===== config.mk =====
export PLATFORM = sky130hd
export DESIGN_NAME = chs_out_reg
export DESIGN_NICKNAME = d
export VERILOG_FILES = /design/src/rtl/chs_pkg.sv /design/src/rtl/chs_out_reg.sv
export SDC_FILE = /design/constraint.sdc
export NUM_CORES = 1
export LEC_CHECK = 0
export BUFFER_PORTS_ARGS = -buffer_cell sky130_fd_sc_hd__buf_2
export CAP_MARGIN = 20
export CORE_AREA = 5 5 42 44
export CTS_CLUSTER_SIZE = 16
export DETAILED_ROUTE_END_ITERATION = 10
export DIE_AREA = 0 0 47 49
export PLACE_DENSITY = 0.69
export SLEW_MARGIN = 0
export SYNTH_ARGS = -nofsm -noshare
export SYNTH_HDL_FRONTEND = slang
export SYNTH_SLANG_ARGS = --single-unit

===== constraint.sdc =====
create_clock -name clk_i -period 2 [get_ports clk_i]
set_input_delay 0.2 -clock clk_i [delete_from_list [all_inputs] [get_ports clk_i]]
set_output_delay 0.2 -clock clk_i [all_outputs]
set_load 0.01 [all_outputs]

===== src/rtl/chs_pkg.sv =====
// Shared types and constants for the chained hash set.
package chs_pkg;

  localparam int unsigned KeyBitsDef   = 32;
  localparam int unsigned BucketsDef   = 256;
  localparam int unsigned PoolNodesDef = 256;
  localparam int unsigned CfgBits      = 4;
  localparam int unsigned TotalBits    = 10;

  typedef enum logic [1:0] {
    FUNC_LOOKUP = 2'd0,
    FUNC_INSERT = 2'd1,
    FUNC_REMOVE = 2'd2,
    FUNC_CLEAR  = 2'd3
  } func_e;

  typedef struct packed {
    logic found;
    logic status;
    logic [TotalBits-1:0] total;
  } result_t;

endpackage


===== src/rtl/chs_out_reg.sv =====
// Output register that holds one result beat until the receiver takes it.
module chs_out_reg
  import chs_pkg::*;
(
  input  logic    clk_i,
  input  logic    rst_ni,
  input  logic    load_i,
  input  result_t res_i,
  output logic    full_o,
  input  logic    m_axis_tready,
  output logic    m_axis_tvalid,
  output logic [15:0] m_axis_tdata
);
  logic    full_q, full_d;
  result_t res_q;

  assign full_d = load_i | (full_q & ~m_axis_tready);

  always_ff @(posedge clk_i or negedge rst_ni) begin
    if (!rst_ni) begin
      full_q <= 1'b0;
    end else begin
      full_q <= full_d;
    end
  end

  always_ff @(posedge clk_i) begin
    if (load_i) begin
      res_q <= res_i;
    end
  end

  assign full_o        = full_q;
  assign m_axis_tvalid = full_q;
  assign m_axis_tdata  = {4'd0, res_q.total, res_q.status, res_q.found};
endmodule


== Word level (Yosys, flattened, before mapping) ==
Cells that the tools add are included.
Storage, ports and cells
  register bits: 13
  input port bits: 16
Operators by class
  bitwise gates (word level): 3
Operator list (count)
  1-bit bitwise AND: 1
  1-bit inverter: 1
  1-bit bitwise OR: 1

== Depth between registers and ports, before layout ==
  depth in word-level cells: 3
  mapped depth: 2

== Least setup slack after synthesis ==
OpenSTA, ideal clock, no wires.
  kind: register to output
  from: register full_q, in the netlist full_o
  to: output m_axis_tvalid
  cell stages (with the launch flop): 2
  path slack: 1.247 ns
  buffers on the path: 1
  arrival time: 0.553 ns
  path through: dfrtp_1 > buf_4
RTL lines
  start, declared: line chs_out_reg.sv:14  | logic full_q, full_d;
  start signal, assigned: line chs_out_reg.sv:23  | full_q <= full_d;
  end, declared: line chs_out_reg.sv:11  | output logic m_axis_tvalid,
No word-level cell between the ends.

== Worst setup path after layout ==
  from: register full_q, in the netlist full_o
  to: output m_axis_tvalid
No word-level cell between the ends.

==> implementation parameters <==
Parameter                              Value

Clocking
  Cell chosen for the clock root    clkbuf_4
  Number of clock sinks    13
  Clock latency reported for the late side of the worst-skew pair    0.26 ns
  CTS H-Tree Depth    1
  Quantity of hold-fixing buffers added after cts    1
  Post-CTS setup buffers    0
  Clock-pin transition on the worst setup and hold timing paths    ~0.07 ns
  TritonCTS buffer count    3
  Post-cts sizing count    0
  Clock tree from TritonCTS    yes
  Maximum number of buffers from clock root to sink    2

Yosys
  Main combinational cell family by area after synthesis    buffers and inverters
  Area share of fa/ha/maj cells after synthesis    0%
  Post-Synth Simple-Gate Area    0%
  Mean instance size in the synthesized netlist    20.9 µm²
  Synth Cell Area    438 µm²
  Cell count after synthesis    21
  Number of synthesized register bits    13
  Number of warnings printed during yosys synthesis    0
  Portion of netlist area occupied by mux cells    0%
  Synth cell types    6
  Fraction of the yosys area taken by sequential cells    88.0%
  Xor-xnor portion of the synthesized cell area    0%
  Synthesized-area fraction occupied by ao, oa, aoi and oai cells    about 1.7%

Placement
  Post-DP HPWL    600 µm
  Placed cell count    64
  PortBufs    29
  Placer congestion estimate    0.662

Timing
  Worst hold slack across all endpoints    0.109 ns
  Max Freq    1000 MHz
  Max-slew violations    0
  Unrepaired setup endpoints after global routing    false
  Final critical-path required period    ~1.0 ns
  Number of endpoints failing setup at the final stage    0
  Worst Skew    0 ns
  Number of endpoints with negative hold slack in the final report    0
  Final Cycle Share    49.8%
  Final sum of negative setup slack    0 ns

Pwr
  Overall power of the completed layout    0.000530 W
  Power Dens Cells    about 860 nW/µm²
  Max VDD drop    0.000419 V
  Static power due to leakage    about 0.28 nW

Routing
  DRC violation count after routing    0
  Total wire length    726 µm
  Post-DRT Antenna Nets    0
  Detailed-routing iteration count for the pre-antenna-repair pass    2
  Count of vias placed by the detailed router    274
  Count of routing violations after the opening detailed-route iteration    1
  Number of vias per cell    3.97
  Routed WL per cell    10.5 µm

Global routing
  Number of antenna violations at the first check in global routing    0
  Final global-route overflow total    0
  Largest net degree at the start of global routing    14
  Global-route wire length before repair    1.10 mm
  GR Util All Layers    6.83%
  Number of global-route vias before repair    241

Floorplanning
  Chip height    49 µm
  I/O pin count    34
  Initial core utilization    between 30 and 40%
  Count of standard-cell rows    14
  Total Die Area    2300 µm²
  Chip Width    47 µm
  Placeable core region    1400 µm²

Worst setup path
  Buffers plus inverters on the worst setup path    1
  Worst setup SP type    flop
  Slowest Stage Delay on Critical Path    0.39 ns
  Crit path max-delay family    flip-flops
  Cell breakdown of the critical path    buf_2
  Data arrival at the endpoint of the critical path    0.80 ns
  Crit path max fanout    3
  Highest-delay cell along the critical path    dfrtp_1
  Start-to-end type of the worst setup path    flop to output port
  Data required, critical path    roughly 1.8 ns
  Critical path capture point type    output port

Worst hold path
  Kind of path behind the tightest hold check    input pin to flop

Finish
  Number of diodes added for antenna fixing    0
  Nets    70
  Layout overhead on the synthesized area    40.0%
  Fin cells    69
  Proportion of layout cells with a drive suffix above 1    roughly three fifths

Flow run
  Count of maximum capacitance violations    0

Run status
  Outcome    finished, final reports clean
## where the power goes
part	internal [W]	total, W	switching [W]
Sequential	0.000320	0.000325	0.00000470
Clock	0.0000770	0.000148	0.0000708
Combinational	0.0000265	0.0000575	0.0000310
Total	0.000424	0.000530	0.000107
## cell usage after synthesis
| master | instances | area (µm²) |
|---|---|---|
| a21o_1 | 1 | 7.51 |
| buf_4 | 5 | 37.5 |
| conb_1 | 1 | 3.75 |
| dfrtp_1 | 1 | 25.0 |
| edfxtp_1 | 12 | 360 |
| inv_1 | 1 | 3.75 |
## per-layer routing
| metal | GRT usage [%] | wire [µm] | vias up |
|---|---|---|---|
| met5 | 0 | 0 | - |
| li1 | - | - | 129 |
| met1 | 9.15 | 265 | 119 |
| met2 | 6.79 | 291 | 24 |
| met3 | 4.06 | 159 | 2 |
| met4 | 6.91 | 9 | 0 |
## placed cells by master, fill, tap and decap left out
| cell type | n |
|---|---|
| dlygate4sd3_1 | 1 |
| clkbuf_1 | 1 |
| inv_1 | 1 |
| clkbuf_4 | 3 |
| edfxtp_1 | 12 |
| conb_1 | 4 |
| dfrtp_1 | 1 |
| buf_2 | 29 |
| a21o_1 | 1 |
## state kept, by name (all words and copies together) (netlist names)
signal        count
full_o            1
m_axis_tdata     12
## worst paths after layout
kind	from	endpoint	slack, ns	cells past startpoint
hold / removal	res_i[9]	m_axis_tdata[11]	0.11	1
max in group asynchronous	rst_ni	full_o	1.67	2
setup reg to reg	full_o	full_o	1.35	1
setup / recovery	full_o	m_axis_tvalid	1.00	1
hold reg to reg	full_o	full_o	0.51	1
min in group asynchronous	rst_ni	full_o	0.24	2
## final cells by class
| type | count | area [µm²] |
|---|---|---|
| fill | 139 | 788 |
| sequential | 13 | 385 |
| timing repair buffer | 30 | 155 |
| clock buffer | 4 | 26.3 |
| multi-input combinational | 5 | 22.5 |
| tap | 16 | 20.0 |
| inverter | 1 | 3.75 |
## cell families (layout without fill, tap and decap cells)
group           after synthesis  count (layout)
flops                        13              13
compound gates                1               1
other cells                   1               4
buf+inv                       6              35
## metrics by stage
stage / setup WS, ns / utilization, % / cell area (µm²)
final: 1.00 / 43.8 / 613
after floorplan: 1.25 / - / 449
after global routing: 0.951 / 43.8 / 613
after global placement: 1.23 / 41.2 / 577
after CTS: 0.990 / 43.8 / 613
after detailed placement: 1.21 / 41.2 / 577
Note: power is estimated with default switching activity, not from simulation.
